### src/rtl/usbep0_pkg.sv
// usbep0_pkg: shared types, codes and constant helpers for the EP0 stage sequencer.
// No dependencies; every other file imports this package.
package usbep0_pkg;

  localparam int OP_W   = 3;
  localparam int LEN_W  = 7;
  localparam int DATA_W = 16;
  localparam int ADDR_W = 7;

  typedef enum logic [OP_W-1:0] {
    OP_START_IN   = 3'd0,
    OP_START_OUT  = 3'd1,
    OP_ACK_NODATA = 3'd2,
    OP_SET_ADDR   = 3'd3,
    OP_IN_DONE    = 3'd4,
    OP_OUT_DONE   = 3'd5,
    OP_REJECT     = 3'd6,
    OP_STATUS_OUT = 3'd7
  } opcode_t;

  typedef enum logic [3:0] {
    ACT_SEND_IN      = 4'd0,
    ACT_SEND_ZLP     = 4'd1,
    ACT_ARM_OUT      = 4'd2,
    ACT_ARM_STATUS   = 4'd3,
    ACT_STALL        = 4'd4,
    ACT_SET_ADDR     = 4'd5,
    ACT_REOPEN_IN    = 4'd6,
    ACT_CLASS_DATA   = 4'd7,
    ACT_CLASS_STATUS = 4'd8
  } action_t;

  typedef enum logic [1:0] {
    IN_UNK    = 2'd0,
    IN_ZLP    = 2'd1,
    IN_DATA   = 2'd2,
    IN_STATUS = 2'd3
  } in_stage_t;

  typedef enum logic [1:0] {
    OUT_UNK  = 2'd0,
    OUT_ZLP  = 2'd1,
    OUT_DATA = 2'd2
  } out_stage_t;

  typedef struct packed {
    logic cpend;
    logic cwrite;
    logic cread;
    logic armed;
    logic zlp;
  } flags_t;

  // Registered event plus the fields derived from it on entry.
  typedef struct packed {
    opcode_t             op;
    logic [DATA_W-1:0]   dlen;
    logic                rlen_nz;
    logic                early;
    logic                cls;
    logic [ADDR_W-1:0]   addr;
    logic                busy;
    logic [DATA_W-1:0]   size;
    logic                zlp_need;
    logic                dlen_lt_rlen;
  } item_t;

  typedef struct packed {
    action_t             action;
    logic [LEN_W-1:0]    len;
    logic [DATA_W-1:0]   off;
    logic [ADDR_W-1:0]   addr;
    logic                last;
  } result_t;

  // Up to two results produced by one event.
  typedef struct packed {
    logic [1:0]          count;
    result_t [1:0]       res;
  } batch_t;

  function automatic int tz_of(input int v);
    int n;
    int x;
    n = 0;
    x = v;
    for (int i = 0; i < 7; i++) begin
      if ((x & 1) == 0 && x != 0) begin
        n = n + 1;
        x = x >> 1;
      end
    end
    return n;
  endfunction

  // Multiplicative inverse of an odd value modulo 2^16 (Newton iteration).
  function automatic logic [15:0] odd_inv16(input logic [15:0] m);
    logic [31:0] x;
    logic [31:0] t;
    x = {16'd0, m};
    for (int i = 0; i < 5; i++) begin
      t = 32'd2 - ((32'(m) * x) & 32'h0000_FFFF);
      x = (x * t) & 32'h0000_FFFF;
    end
    return x[15:0];
  endfunction

endpackage

### src/rtl/usbep0_in_if.sv
// usbep0_in_if: valid/ready channel carrying one EP0 event beat.
// Depends on usbep0_pkg for field widths.
interface usbep0_in_if;
  import usbep0_pkg::*;
  logic                valid;
  logic                ready;
  logic [OP_W-1:0]     opcode;
  logic [DATA_W-1:0]   data_length;
  logic [DATA_W-1:0]   request_length;
  logic                early_status;
  logic                class_request;
  logic [ADDR_W-1:0]   device_address;
  logic [LEN_W-1:0]    actual_length;
  logic                in_busy;

  modport source (
    output valid, opcode, data_length, request_length, early_status, class_request,
           device_address, actual_length, in_busy,
    input  ready
  );
  modport sink (
    input  valid, opcode, data_length, request_length, early_status, class_request,
           device_address, actual_length, in_busy,
    output ready
  );
endinterface

### src/rtl/usbep0_out_if.sv
// usbep0_out_if: valid/ready channel carrying one result beat.
// Depends on usbep0_pkg for field widths.
interface usbep0_out_if;
  import usbep0_pkg::*;
  logic                valid;
  logic                ready;
  logic [3:0]          action;
  logic [LEN_W-1:0]    packet_length;
  logic [DATA_W-1:0]   buffer_offset;
  logic [ADDR_W-1:0]   address_out;
  logic                last;

  modport source (
    output valid, action, packet_length, buffer_offset, address_out, last,
    input  ready
  );
  modport sink (
    input  valid, action, packet_length, buffer_offset, address_out, last,
    output ready
  );
endinterface

### src/rtl/usbep0_front.sv
// usbep0_front: input register; clips the IN length and flags an exact-multiple answer.
// Depends on usbep0_pkg and usbep0_in_if.
module usbep0_front #(
  parameter int MAX_PACKET = 64
) (
  input  logic                 clk,
  input  logic                 rst_n,
  usbep0_in_if.sink            in_chan,
  input  logic                 take,
  output logic                 item_v,
  output usbep0_pkg::item_t    item
);
  import usbep0_pkg::*;

  localparam int          TZ      = tz_of(MAX_PACKET);
  localparam int          ODD     = MAX_PACKET >> TZ;
  localparam logic [15:0] INV     = odd_inv16(16'(ODD));
  localparam logic [15:0] LIM     = 16'(65535 / ODD);
  localparam logic [15:0] LOWMASK = 16'((1 << TZ) - 1);

  logic              v_r;
  item_t             item_r;
  item_t             item_nxt;
  logic              accept;
  logic [15:0]       dlen;
  logic [15:0]       rlen;
  logic [15:0]       size;
  logic [15:0]       host;
  logic [15:0]       shifted;
  logic [31:0]       prod;
  logic              multiple;

  assign in_chan.ready = !v_r || take;
  assign accept        = in_chan.valid && in_chan.ready;
  assign dlen          = in_chan.data_length;
  assign rlen          = in_chan.request_length;

  always_comb begin
    size     = (rlen != '0 && rlen < dlen) ? rlen : dlen;
    host     = (rlen != '0) ? rlen : dlen;
    shifted  = size >> TZ;
    // divisibility by the odd part: x*inv mod 2^16 stays at or below the limit
    prod     = 32'(shifted) * 32'(INV);
    multiple = ((size & LOWMASK) == '0) && (prod[15:0] <= LIM);

    item_nxt.op           = opcode_t'(in_chan.opcode);
    item_nxt.dlen         = dlen;
    item_nxt.rlen_nz      = (rlen != '0);
    item_nxt.early        = in_chan.early_status;
    item_nxt.cls          = in_chan.class_request;
    item_nxt.addr         = in_chan.device_address;
    item_nxt.busy         = in_chan.in_busy;
    item_nxt.size         = size;
    item_nxt.zlp_need     = (host > size) && multiple;
    item_nxt.dlen_lt_rlen = (dlen < rlen);
  end

  always_ff @(posedge clk) begin
    if (!rst_n) begin
      v_r <= 1'b0;
    end else if (accept) begin
      v_r <= 1'b1;
    end else if (take) begin
      v_r <= 1'b0;
    end
  end

  always_ff @(posedge clk) begin
    if (accept) begin
      item_r <= item_nxt;
    end
  end

  assign item_v = v_r;
  assign item   = item_r;

endmodule

### src/rtl/usbep0_core.sv
// usbep0_core: control-transfer stage state and per-event result generation.
// Depends on usbep0_pkg.
module usbep0_core #(
  parameter int MAX_PACKET = 64
) (
  input  logic                 clk,
  input  logic                 rst_n,
  input  logic                 item_v,
  input  usbep0_pkg::item_t    item,
  input  logic                 free,
  output logic                 fire,
  output usbep0_pkg::batch_t   batch
);
  import usbep0_pkg::*;

  localparam logic [DATA_W-1:0] MP16 = DATA_W'(MAX_PACKET);
  localparam logic [LEN_W-1:0]  MP7  = LEN_W'(MAX_PACKET);

  in_stage_t          in_stage_r,  in_stage_nxt;
  out_stage_t         out_stage_r, out_stage_nxt;
  logic [DATA_W-1:0]  in_rem_r,    in_rem_nxt;
  logic [DATA_W-1:0]  in_off_r,    in_off_nxt;
  logic [DATA_W-1:0]  out_rem_r,   out_rem_nxt;
  logic [DATA_W-1:0]  out_off_r,   out_off_nxt;
  flags_t             flags_r,     flags_nxt;

  logic [DATA_W-1:0]  ic_src, ic_off, ic_rem;
  logic               ic_gt;
  logic [LEN_W-1:0]   ic_len;
  logic [DATA_W-1:0]  oc_src, oc_off, oc_rem;
  logic               oc_gt;
  logic [LEN_W-1:0]   oc_len;
  logic               stall;
  batch_t             b;

  function automatic result_t mk_res(input action_t a, input logic [LEN_W-1:0] l,
                                     input logic [DATA_W-1:0] o,
                                     input logic [ADDR_W-1:0] ad);
    result_t r;
    r.action = a;
    r.len    = l;
    r.off    = o;
    r.addr   = ad;
    r.last   = 1'b0;
    return r;
  endfunction

  assign fire = item_v && free;

  // chunk splitting for the IN and OUT data stages
  always_comb begin
    ic_src = (item.op == OP_START_IN) ? item.size : in_rem_r;
    ic_off = (item.op == OP_START_IN) ? '0 : in_off_r;
    ic_gt  = ic_src > MP16;
    ic_rem = ic_src - MP16;
    ic_len = ic_gt ? MP7 : ic_src[LEN_W-1:0];
    oc_src = (item.op == OP_START_OUT) ? item.dlen : out_rem_r;
    oc_off = (item.op == OP_START_OUT) ? '0 : out_off_r + MP16;
    oc_gt  = oc_src > MP16;
    oc_rem = oc_src - MP16;
    oc_len = oc_gt ? MP7 : oc_src[LEN_W-1:0];
  end

  always_comb begin
    in_stage_nxt  = in_stage_r;
    out_stage_nxt = out_stage_r;
    in_rem_nxt    = in_rem_r;
    in_off_nxt    = in_off_r;
    out_rem_nxt   = out_rem_r;
    out_off_nxt   = out_off_r;
    flags_nxt     = flags_r;
    stall         = 1'b0;
    b             = '0;

    if (fire) begin
      if (item.op != OP_IN_DONE && item.op != OP_OUT_DONE) begin
        flags_nxt.cread  = 1'b0;
        flags_nxt.cwrite = 1'b0;
        flags_nxt.cpend  = 1'b0;
      end

      case (item.op)
        OP_START_IN: begin
          if (item.cls && !item.rlen_nz) begin
            stall = 1'b1;
          end else begin
            if (item.cls) begin
              flags_nxt.cwrite = 1'b1;
              flags_nxt.cpend  = 1'b1;
            end
            in_stage_nxt    = IN_DATA;
            in_off_nxt      = '0;
            in_rem_nxt      = '0;
            flags_nxt.armed = 1'b0;
            flags_nxt.zlp   = item.zlp_need;
            if (item.size == '0) begin
              stall = 1'b1;
            end else begin
              if (ic_gt) begin
                in_rem_nxt = ic_rem;
                in_off_nxt = ic_off + MP16;
              end else if (!flags_nxt.zlp) begin
                out_stage_nxt   = OUT_ZLP;
                flags_nxt.armed = 1'b1;
                b.res[b.count[0]] = mk_res(ACT_ARM_STATUS, '0, '0, '0);
                b.count = b.count + 2'd1;
              end
              if (item.early && !flags_nxt.armed) begin
                out_stage_nxt   = OUT_ZLP;
                flags_nxt.armed = 1'b1;
                b.res[b.count[0]] = mk_res(ACT_ARM_STATUS, '0, '0, '0);
                b.count = b.count + 2'd1;
              end
              b.res[b.count[0]] = mk_res(ACT_SEND_IN, ic_len, ic_off, '0);
              b.count = b.count + 2'd1;
            end
          end
        end

        OP_START_OUT: begin
          if (item.cls && (!item.rlen_nz || item.dlen_lt_rlen)) begin
            stall = 1'b1;
          end else begin
            if (item.cls) begin
              flags_nxt.cread = 1'b1;
            end
            out_off_nxt   = '0;
            out_rem_nxt   = '0;
            out_stage_nxt = OUT_DATA;
            if (item.dlen == '0) begin
              stall = 1'b1;
            end else begin
              out_rem_nxt = oc_gt ? oc_rem : '0;
              b.res[b.count[0]] = mk_res(ACT_ARM_OUT, oc_len, oc_off, '0);
              b.count = b.count + 2'd1;
            end
          end
        end

        OP_ACK_NODATA: begin
          in_stage_nxt = IN_ZLP;
          b.res[b.count[0]] = mk_res(ACT_SEND_ZLP, '0, '0, '0);
          b.count = b.count + 2'd1;
        end

        OP_SET_ADDR: begin
          in_stage_nxt = IN_STATUS;
          b.res[0] = mk_res(ACT_SEND_ZLP, '0, '0, '0);
          b.res[1] = mk_res(ACT_SET_ADDR, '0, '0, item.addr);
          b.count  = 2'd2;
        end

        OP_IN_DONE: begin
          in_stage_nxt = IN_UNK;
          case (in_stage_r)
            IN_ZLP, IN_STATUS: begin
            end
            IN_DATA: begin
              if (in_rem_r != '0) begin
                in_stage_nxt = IN_DATA;
                if (ic_gt) begin
                  in_rem_nxt = ic_rem;
                  in_off_nxt = ic_off + MP16;
                end else begin
                  in_rem_nxt = '0;
                  if (!flags_r.zlp && !flags_r.armed) begin
                    out_stage_nxt   = OUT_ZLP;
                    flags_nxt.armed = 1'b1;
                    b.res[b.count[0]] = mk_res(ACT_ARM_STATUS, '0, '0, '0);
                    b.count = b.count + 2'd1;
                  end
                end
                b.res[b.count[0]] = mk_res(ACT_SEND_IN, ic_len, ic_off, '0);
                b.count = b.count + 2'd1;
              end else if (flags_r.zlp) begin
                flags_nxt.zlp = 1'b0;
                if (!flags_r.armed) begin
                  out_stage_nxt   = OUT_ZLP;
                  flags_nxt.armed = 1'b1;
                  b.res[b.count[0]] = mk_res(ACT_ARM_STATUS, '0, '0, '0);
                  b.count = b.count + 2'd1;
                end
                in_stage_nxt = IN_ZLP;
                b.res[b.count[0]] = mk_res(ACT_SEND_ZLP, '0, '0, '0);
                b.count = b.count + 2'd1;
              end else if (flags_r.cwrite) begin
                flags_nxt.cwrite = 1'b0;
                if (!flags_r.cpend) begin
                  flags_nxt.cread = 1'b0;
                end
                b.res[b.count[0]] = mk_res(ACT_CLASS_DATA, '0, '0, '0);
                b.count = b.count + 2'd1;
              end
            end
            default: begin
              stall = 1'b1;
            end
          endcase
        end

        OP_OUT_DONE: begin
          out_stage_nxt = OUT_UNK;
          case (out_stage_r)
            OUT_ZLP: begin
              flags_nxt.armed = 1'b0;
              if (item.busy) begin
                in_stage_nxt = IN_ZLP;
                in_rem_nxt   = '0;
                b.res[b.count[0]] = mk_res(ACT_REOPEN_IN, '0, '0, '0);
                b.count = b.count + 2'd1;
              end else if (flags_r.armed && flags_r.cpend) begin
                flags_nxt.cread  = 1'b0;
                flags_nxt.cwrite = 1'b0;
                flags_nxt.cpend  = 1'b0;
                b.res[b.count[0]] = mk_res(ACT_CLASS_STATUS, '0, '0, '0);
                b.count = b.count + 2'd1;
              end
            end
            OUT_DATA: begin
              if (out_rem_r != '0) begin
                out_off_nxt   = oc_off;
                out_stage_nxt = OUT_DATA;
                out_rem_nxt   = oc_gt ? oc_rem : '0;
                b.res[b.count[0]] = mk_res(ACT_ARM_OUT, oc_len, oc_off, '0);
                b.count = b.count + 2'd1;
              end else begin
                if (flags_r.cread) begin
                  flags_nxt.cread  = 1'b0;
                  flags_nxt.cwrite = 1'b0;
                  flags_nxt.cpend  = 1'b0;
                  b.res[b.count[0]] = mk_res(ACT_CLASS_DATA, '0, '0, '0);
                  b.count = b.count + 2'd1;
                end
                in_stage_nxt = IN_ZLP;
                b.res[b.count[0]] = mk_res(ACT_SEND_ZLP, '0, '0, '0);
                b.count = b.count + 2'd1;
              end
            end
            default: begin
              stall = 1'b1;
            end
          endcase
        end

        OP_REJECT: begin
          stall = 1'b1;
        end

        default: begin
          out_stage_nxt = OUT_ZLP;
          b.res[b.count[0]] = mk_res(ACT_ARM_STATUS, '0, '0, '0);
          b.count = b.count + 2'd1;
        end
      endcase

      // a stall is always the only result of its event
      if (stall) begin
        b.res[0] = mk_res(ACT_STALL, '0, '0, '0);
        b.count  = 2'd1;
      end
      if (b.count == 2'd1) begin
        b.res[0].last = 1'b1;
      end else if (b.count == 2'd2) begin
        b.res[1].last = 1'b1;
      end
    end
  end

  assign batch = b;

  always_ff @(posedge clk) begin
    if (!rst_n) begin
      in_stage_r  <= IN_UNK;
      out_stage_r <= OUT_UNK;
      in_rem_r    <= '0;
      in_off_r    <= '0;
      out_rem_r   <= '0;
      out_off_r   <= '0;
      flags_r     <= '0;
    end else begin
      in_stage_r  <= in_stage_nxt;
      out_stage_r <= out_stage_nxt;
      in_rem_r    <= in_rem_nxt;
      in_off_r    <= in_off_nxt;
      out_rem_r   <= out_rem_nxt;
      out_off_r   <= out_off_nxt;
      flags_r     <= flags_nxt;
    end
  end

endmodule

### src/rtl/usbep0_emit.sv
// usbep0_emit: two-entry result queue, drained one beat per cycle on ready.
// Depends on usbep0_pkg and usbep0_out_if.
module usbep0_emit (
  input  logic                 clk,
  input  logic                 rst_n,
  input  logic                 load,
  input  usbep0_pkg::batch_t   batch,
  output logic                 free,
  output logic [1:0]           count,
  usbep0_out_if.source         out_chan
);
  import usbep0_pkg::*;

  logic [1:0] cnt_r, cnt_nxt;
  result_t    slot0_r, slot0_nxt;
  result_t    slot1_r, slot1_nxt;
  logic       pop;

  assign pop  = (cnt_r != 2'd0) && out_chan.ready;
  assign free = (cnt_r == 2'd0) || (cnt_r == 2'd1 && out_chan.ready);

  always_comb begin
    cnt_nxt   = cnt_r;
    slot0_nxt = slot0_r;
    slot1_nxt = slot1_r;
    if (load) begin
      slot0_nxt = batch.res[0];
      slot1_nxt = batch.res[1];
      cnt_nxt   = batch.count;
    end else if (pop) begin
      slot0_nxt = slot1_r;
      cnt_nxt   = cnt_r - 2'd1;
    end
  end

  always_ff @(posedge clk) begin
    if (!rst_n) begin
      cnt_r <= 2'd0;
    end else begin
      cnt_r <= cnt_nxt;
    end
  end

  always_ff @(posedge clk) begin
    slot0_r <= slot0_nxt;
    slot1_r <= slot1_nxt;
  end

  assign count                  = cnt_r;
  assign out_chan.valid         = (cnt_r != 2'd0);
  assign out_chan.action        = slot0_r.action;
  assign out_chan.packet_length = slot0_r.len;
  assign out_chan.buffer_offset = slot0_r.off;
  assign out_chan.address_out   = slot0_r.addr;
  assign out_chan.last          = slot0_r.last;

endmodule

### src/rtl/usb_ep0_control_stage_sequencer_unit.sv
// usb_ep0_control_stage_sequencer_unit: top level of the EP0 control stage sequencer.
// Depends on usbep0_pkg, usbep0_in_if, usbep0_out_if, usbep0_front, usbep0_core,
// usbep0_emit.
//
// Usage: each beat on in_chan is one endpoint-zero event (setup decode result or
// packet completion). The block answers on out_chan with zero, one or two action
// beats; the final beat of an event carries last. Events without an action give
// no beat at all.
// Path: an accepted event is held in the input register, its results are computed
// combinationally and loaded into the result queue, whose head drives out_chan.
// Throughput: one event per cycle while each event yields at most one result and
// out_chan.ready is high; an event with two results holds the sequencer until the
// queue is down to one entry, since the result queue drains one beat per cycle.
// Stalls: when out_chan.ready is low, results wait in the two-entry queue, the
// input register holds one more event, and in_chan.ready drops after that.
// Reset (rst_n low, synchronous): stages go to unknown, counters and flags
// clear, both channels are empty.
module usb_ep0_control_stage_sequencer_unit #(
  parameter int MAX_PACKET = 64
) (
  input  logic          clk,
  input  logic          rst_n,
  usbep0_in_if.sink     in_chan,
  usbep0_out_if.source  out_chan
);
  import usbep0_pkg::*;

  logic       item_v;
  item_t      item;
  logic       fire;
  logic       free;
  batch_t     batch;
  logic [1:0] q_count;

  usbep0_front #(.MAX_PACKET(MAX_PACKET)) u_front (
    .clk     (clk),
    .rst_n   (rst_n),
    .in_chan (in_chan),
    .take    (fire),
    .item_v  (item_v),
    .item    (item)
  );

  usbep0_core #(.MAX_PACKET(MAX_PACKET)) u_core (
    .clk    (clk),
    .rst_n  (rst_n),
    .item_v (item_v),
    .item   (item),
    .free   (free),
    .fire   (fire),
    .batch  (batch)
  );

  usbep0_emit u_emit (
    .clk      (clk),
    .rst_n    (rst_n),
    .load     (fire),
    .batch    (batch),
    .free     (free),
    .count    (q_count),
    .out_chan (out_chan)
  );

  a_batch_count: assert property (@(posedge clk) disable iff (!rst_n)
    fire |-> (batch.count != 2'd3))
    else $error("event produced more than two results");

  a_batch_last: assert property (@(posedge clk) disable iff (!rst_n)
    (fire && batch.count == 2'd2) |-> (!batch.res[0].last && batch.res[1].last))
    else $error("last flag misplaced in two-result event");

  a_load_room: assert property (@(posedge clk) disable iff (!rst_n)
    fire |-> (q_count == 2'd0 || (q_count == 2'd1 && out_chan.ready)))
    else $error("result queue overrun");

  a_event_tail: assert property (@(posedge clk) disable iff (!rst_n)
    (out_chan.valid && out_chan.ready && !out_chan.last) |=> out_chan.valid)
    else $error("event results split by a gap");

endmodule
### src/flat_wrapper.sv
// flat-port wrapper written by rule: the top's interface ports become plain ports
module usb_ep0_control_stage_sequencer_unit_flat import usbep0_pkg::*;
#(
  parameter int MAX_PACKET = 64
)
  (clk, rst_n, in_chan_valid, in_chan_opcode, in_chan_data_length, in_chan_request_length, in_chan_early_status, in_chan_class_request, in_chan_device_address, in_chan_actual_length, in_chan_in_busy, in_chan_ready, out_chan_valid, out_chan_action, out_chan_packet_length, out_chan_buffer_offset, out_chan_address_out, out_chan_last, out_chan_ready);
  usbep0_in_if in_chan_i ();
  usbep0_out_if out_chan_i ();
  input  logic clk;
  input  logic rst_n;
  input wire logic [$bits(in_chan_i.valid)-1:0] in_chan_valid;
  input wire logic [$bits(in_chan_i.opcode)-1:0] in_chan_opcode;
  input wire logic [$bits(in_chan_i.data_length)-1:0] in_chan_data_length;
  input wire logic [$bits(in_chan_i.request_length)-1:0] in_chan_request_length;
  input wire logic [$bits(in_chan_i.early_status)-1:0] in_chan_early_status;
  input wire logic [$bits(in_chan_i.class_request)-1:0] in_chan_class_request;
  input wire logic [$bits(in_chan_i.device_address)-1:0] in_chan_device_address;
  input wire logic [$bits(in_chan_i.actual_length)-1:0] in_chan_actual_length;
  input wire logic [$bits(in_chan_i.in_busy)-1:0] in_chan_in_busy;
  output wire logic [$bits(in_chan_i.ready)-1:0] in_chan_ready;
  output wire logic [$bits(out_chan_i.valid)-1:0] out_chan_valid;
  output wire logic [$bits(out_chan_i.action)-1:0] out_chan_action;
  output wire logic [$bits(out_chan_i.packet_length)-1:0] out_chan_packet_length;
  output wire logic [$bits(out_chan_i.buffer_offset)-1:0] out_chan_buffer_offset;
  output wire logic [$bits(out_chan_i.address_out)-1:0] out_chan_address_out;
  output wire logic [$bits(out_chan_i.last)-1:0] out_chan_last;
  input wire logic [$bits(out_chan_i.ready)-1:0] out_chan_ready;
  assign in_chan_i.valid = in_chan_valid;
  assign in_chan_i.opcode = in_chan_opcode;
  assign in_chan_i.data_length = in_chan_data_length;
  assign in_chan_i.request_length = in_chan_request_length;
  assign in_chan_i.early_status = in_chan_early_status;
  assign in_chan_i.class_request = in_chan_class_request;
  assign in_chan_i.device_address = in_chan_device_address;
  assign in_chan_i.actual_length = in_chan_actual_length;
  assign in_chan_i.in_busy = in_chan_in_busy;
  assign in_chan_ready = in_chan_i.ready;
  assign out_chan_valid = out_chan_i.valid;
  assign out_chan_action = out_chan_i.action;
  assign out_chan_packet_length = out_chan_i.packet_length;
  assign out_chan_buffer_offset = out_chan_i.buffer_offset;
  assign out_chan_address_out = out_chan_i.address_out;
  assign out_chan_last = out_chan_i.last;
  assign out_chan_i.ready = out_chan_ready;
  usb_ep0_control_stage_sequencer_unit #(.MAX_PACKET(MAX_PACKET)) u_core (.clk(clk), .rst_n(rst_n), .in_chan(in_chan_i), .out_chan(out_chan_i));
endmodule
### config.mk
export PLATFORM = sky130hd
export DESIGN_NAME = usb_ep0_control_stage_sequencer_unit_flat
export DESIGN_NICKNAME = d
export VERILOG_FILES = /design/src/rtl/usbep0_pkg.sv /design/src/rtl/usbep0_in_if.sv /design/src/rtl/usbep0_out_if.sv /design/src/rtl/usbep0_front.sv /design/src/rtl/usbep0_core.sv /design/src/rtl/usbep0_emit.sv /design/src/rtl/usb_ep0_control_stage_sequencer_unit.sv /design/src/flat_wrapper.sv
export SDC_FILE = /design/constraint.sdc
export NUM_CORES = 1
export LEC_CHECK = 0
export ABC_AREA = 1
export BUFFER_PORTS_ARGS = -buffer_cell sky130_fd_sc_hd__buf_4
export CAP_MARGIN = 20
export CORE_UTILIZATION = 55
export DETAILED_ROUTE_END_ITERATION = 10
export PLACE_DENSITY = 0.77
export SLEW_MARGIN = 20
export SYNTH_ARGS = -nofsm -noshare
export SYNTH_HDL_FRONTEND = slang
export SYNTH_SLANG_ARGS = --single-unit
### constraint.sdc
create_clock -name clk -period 3.7 [get_ports clk]
set_clock_uncertainty 0.15 [all_clocks]
set_input_delay 0.74 -clock clk [delete_from_list [all_inputs] [get_ports clk]]
set_output_delay 0.74 -clock clk [all_outputs]
set_load 0.01 [all_outputs]
Word level (Yosys, flattened, before mapping)

Index checks and enable logic that the tools add are counted.

Register bits: 194
Output and inout bits: 37
Bits of input ports: 56
Logic and storage cells: 357

Bitwise operators: 10
Magnitude comparators: 16
Reductions and logical operators: 52
Equal/unequal tests: 36
$add $sub $neg: 10
Multiplexer cells: 200

Operators with widths:

| kind                    | number |
|---|---|
| $mux W35                | 32 |
| $mux W72                | 9 |
| $mux W16                | 27 |
| $mux W33                | 7 |
| $pmux W35 S6            | 1 |
| $demux W35 S1           | 5 |
| $bwmux W70              | 2 |
| $pmux W35 S4            | 1 |
| $and A34 B68 Y68        | 2 |
| $not A68 Y68            | 2 |
| $mux W2                 | 51 |
| $pmux W16 S2            | 3 |
| $pmux W35 S2            | 1 |
| $mux W34                | 2 |
| $and A33 B66 Y66        | 1 |
| $not A66 Y66            | 1 |
| $logic_not A16 Y1       | 3 |
| $pmux W16 S3            | 1 |
| $reduce_bool A16 Y1     | 3 |
| $mux W1                 | 38 |
| $add A16 B7 Y16 const B | 2 |
| $gt A16 B7 Y1 const B   | 2 |
| $lt A16 B16 Y1          | 2 |
| $sub A16 B7 Y16 const B | 2 |
| other kinds (44)        | 124 |

Longest topological paths before layout

Depth in word-level cells: 32
Gate-level depth with buffers: 25
Gate-level depth less buffers: 24

Cells and area by module

Synthesis repeated with hierarchy kept, for this count alone.

Cells, all modules: 1495
Area, all modules: 11407.2 µm²

By module, submodules not included:

| module       | area an instance (µm²) | instances | cells each | sequential area each (µm²) |
|---|---|---|---|---|
| usbep0_core  | 5820.6                 | 1         | 995        | 1461.4 |
| usbep0_front | 2851.5                 | 1         | 290        | 1461.4 |
| usbep0_emit  | 2735.1                 | 1         | 210        | 2142.1 |

Worst setup path after synthesis

No wires, ideal clock.

Path type: input to register
Start: input port in_chan_request_length[13]
End: register u_core.u_front.item_r (netlist bit u_core.u_front.item[1]) (data pin)
Library setup time: 252 ps
Cell stages on the path: 20
Required time: 3298 ps
Setup slack: 210 ps
Arrival: 3088 ps
Path buffers: 2
Cell sequence: inv_1 > ha_1 > a21oi_1 > nor2_1 > a211oi_1 > nand3_1 > nand3_1 > clkbuf_1 > buf_2 > nand2_1 > o21ai_0 > ha_1 > a21oi_1 > o21ai_0 > a21oi_1 > nand2_1 > nand2_1 > nor2_1 > nand2_1 > nor2_1

RTL lines:

| element              | line               | source |
|---|---|---|
| start, declared      | flat_wrapper.sv:14 | `input wire logic [$bits(in_chan_i.request_length)-1:0] in_chan_request_length;` |
| end signal, assigned | usbep0_front.sv:70 | `item_r <= item_nxt;` |
| end, declared        | usbep0_front.sv:22 | `item_t item_r;` |

==> key figures <==
Drt
  • Drt pass-1 iters: 6
  • DRC Markers: 0
  • Iter 0 DRT Violations: 914
  • Drt total wl: 27,200 µm
  • Post-route ant nets: 0
  • WL/cell: 15.1 µm
  • Vias per cell: 5.43
  • Vias: 9,763

STA
  • Relative slew slack: 0.443
  • Worst-margin pin slew: 0.831 ns
  • Fin crit share: 0.918
  • Setup TNS: 0 ns
  • RSZ-0062 raised after global routing: false
  • Final Hold Violating Endpoints: 0
  • Final Worst Setup Slack: 0.304 ns
  • Hold slack final: 0.296 ns
  • Final setup fails: 0
  • Final worst path period need: 3.40 ns
  • Max Slew Vio Count: 0
  • Fmax: 295 MHz

Place
  • Port bufs: 85
  • Placed inst area: 0.0121 mm²
  • Dpl ws: -0.194 ns
  • Routability cong.: 0.955
  • DP HPWL: 20,500 µm

Synth
  • Post-synth ARST share: 0
  • Main synth FF type: edfxtp_1
  • Mapped Cells: 1,380
  • Synthesized flop and latch total: 193
  • Unique masters post-synth: 57
  • Syn_area_per_cell: 7.82 µm²
  • Number of flops mapped to enable cells by yosys: 117
  • Syn Nets: 1,478
  • Seq/Total Area, Yosys: 0.466
  • Synthesized area: 0.0108 mm²
  • Ys Warns: 0

Floorplanning
  • Initial Util: 0.570
  • Die height: 142 µm
  • Cell Rows: 50
  • Die area: 0.0202 mm²
  • Area of the core: 0.0190 mm²
  • IO Pins: 93
  • Die Span X: 142 µm

Power
  • Worst ir drop on vdd: 0.371 mV
  • Pwr dens: 513 mW/mm²
  • Pleak: 0.00555 µW

Hold path
  • Hold Path Class: reg2reg
  • Hold path depth: 2

Setup path
  • Slowest CP cell: nor3_1
  • Crit path kind: in2reg
  • Critical path launch point type: input port
  • Crit path cell chain: buf_4, inv_1, ha_1, nand2_1, o21ai_0, nand2_1, nand3_1, nand2_1, nand3_1, nand3_1, buf_4, o21ai_0, inv_1, ha_1, nand4_1, nor3_1, nand2_1, nand2_1, nor2_1, nand2_1, nor2_1
  • Most Frequent Cell on Critical Path: nand2_1
  • Crit-path max cell delay: 0.31 ns
  • Crit. End Element: flip-flop
  • Worst EP required: 3.75 ns
  • WP data arrival: 3.45 ns
  • Critical-path maximum fanout: 16
  • Worst r2r path cells: 15

Finish
  • Fin area: 0.0127 mm²
  • Area grow syn2layout: 17.9%
  • Nets: 1,623
  • Layout cells sized above 1: 0.159
  • Seq. cell area: 0.00503 mm²
  • Fin util: 0.672
  • Multi-input gate area: 0.00481 mm²
  • ANT cells: 0
  • # fillers: 1,605

Global route
  • Initial antenna violation count: 0
  • Pin count of the biggest net entering global routing: 38
  • Vias in the first global route: 9,052
  • Total grt overflow: 0
  • Global-route wire length before repair: 43,300 µm
  • Global Route Usage Sum: 0.277

Run
  • Maxcap violations: 0

Clock network
  • Post-CTS Setup Bufs: 0
  • CTS buffer count: 17
  • CTS tree: done
  • CTS Buffer Depth: 2
  • Root buf cell: clkbuf_16
  • CTS HTree Levels: 4
  • CTS clk-pin slew, worst paths: 0.08 ns
  • Clk_lat worst skew: 0.44 ns
  • CTS Hold Bufs: 0
  • # clock sinks: 193

Outcome
  • Status: finished, final reports clean
## synthesized netlist by cell type (9+ instances only)
cell type | n | area [µm²]
ha_1 | 42 | 526
buf_6 | 9 | 101
edfxtp_1 | 117 | 3510
nand4_1 | 23 | 144
o21ai_0 | 60 | 300
inv_1 | 187 | 702
o21ai_1 | 15 | 75.1
nor2_1 | 139 | 522
clkbuf_1 | 19 | 71.3
xor2_1 | 9 | 78.8
nor3_1 | 30 | 150
nand3_1 | 75 | 375
a21oi_1 | 95 | 475
o22ai_1 | 10 | 62.6
dfxtp_1 | 76 | 1520
nand2_1 | 373 | 1400
## worst max-delay path: cells and delay by family
kind                     cells  cell delay, ns
AO/OA/AOI/OAI                2            0.45
adder cells (fa/ha/maj)      2            0.58
buffers and inverters        4            0.41
AND/OR/NAND/NOR             13            1.25
## repair_timing
action,in CTS,in global routing
resized for setup,0,2
hold endpoints to repair,0,0
setup endpoints to repair,0,1
## state kept, by name (all words and copies together), names as in the netlist, 2 cells and up
register / count
u_core.u_emit.out_chan.action: 4
u_core.u_core.in_stage_r: 2
u_core.u_core.flags_r: 5
u_core.u_front.item: 48
u_core.u_emit.out_chan.buffer_offset: 16
u_core.u_emit.count: 2
u_core.u_emit.out_chan.packet_length: 7
u_core.u_core.out_rem_r: 16
u_core.u_core.in_rem_r: 16
u_core.u_emit.out_chan.address_out: 7
u_core.u_core.out_stage_r: 2
u_core.u_core.in_off_r: 16
u_core.u_core.out_off_r: 16
u_core.u_emit.slot1_r: 34
## path summary, 6_finish.rpt
check                           slack, ns                                     from                                                end
worst min register to register       0.30  u_core.u_core.out_off_r[0]$_SDFFE_PN0P_            u_core.u_core.out_off_r[0]$_SDFFE_PN0P_
worst max register to register       0.38        u_core.u_front.item[47]$_DFFE_PP_  u_core.u_emit.out_chan.packet_length[0]$_DFFE_PP_
worst max-delay path                 0.30                in_chan_request_length[3]                   u_core.u_front.item[1]$_DFFE_PP_
worst min-delay path                 0.30  u_core.u_core.out_off_r[0]$_SDFFE_PN0P_            u_core.u_core.out_off_r[0]$_SDFFE_PN0P_
## layout by cell type (no fill, tap or decap), types with 3 or more instances in the layout
cell | synthesis | layout
inv_8 | 0 | 5
buf_4 | 3 | 167
nand2_2 | 5 | 5
clkbuf_16 | 0 | 17
nor3_1 | 30 | 29
o22ai_1 | 10 | 10
a31oi_1 | 4 | 4
xor2_1 | 9 | 9
nand3_1 | 75 | 75
xnor2_1 | 7 | 7
o21ai_1 | 15 | 15
nor2_4 | 4 | 5
nand3_2 | 4 | 4
nand2_1 | 373 | 373
nand4_1 | 23 | 23
clkinv_4 | 0 | 3
nor2_2 | 5 | 5
o21ai_0 | 60 | 60
o32ai_1 | 4 | 4
edfxtp_1 | 117 | 117
ha_1 | 42 | 42
a21oi_1 | 95 | 95
nor4_1 | 8 | 8
inv_2 | 5 | 6
or2_2 | 3 | 3
nor3_2 | 2 | 3
inv_1 | 187 | 185
dfxtp_1 | 76 | 76
o21ai_2 | 5 | 5
nor2_1 | 139 | 138
nand2_4 | 4 | 4
## area by class of cell
cell class | count | share of cell area
tap | 260 | 0.0256
multi-input combinational | 953 | 0.378
clock inverter | 14 | 0.0123
clock buffer | 18 | 0.0337
inverter | 193 | 0.0569
timing repair buffer | 167 | 0.0985
sequential | 193 | 0.396
## metal layers
layer	wire, µm	vias to the layer above	global-route usage
li1	-	4832	-
met1	11100	4409	0.340
met2	12900	427	0.466
met3	1750	95	0.0340
met4	1450	0	0.174
met5	0	-	0
## report_power, final
| part | switching (µW) | internal, µW |
|---|---|---|
| combinational | 1170 | 683 |
| sequential | 123 | 2740 |
| clock | 902 | 910 |
| total | 2190 | 4340 |
## stage by stage
stage | instances | total power [µW]
6_report | 1798 | 6530
3_5_place_dp | 1766 | 4750
2_1_floorplan | 1380 | 4020
4_1_cts | 1798 | 6550
3_3_place_gp | 1766 | 4710
5_1_grt | 1798 | 6850
## cell families after synthesis
logic type / share of synthesized area
AND/OR/NAND/NOR: 0.271
buffers and inverters: 0.0902
AO/OA/AOI/OAI: 0.110
flip-flops: 0.466
adder cells (fa/ha/maj): 0.0487
XOR/XNOR: 0.0130
other: 0.000347
Power figures use the tool's default switching activity.
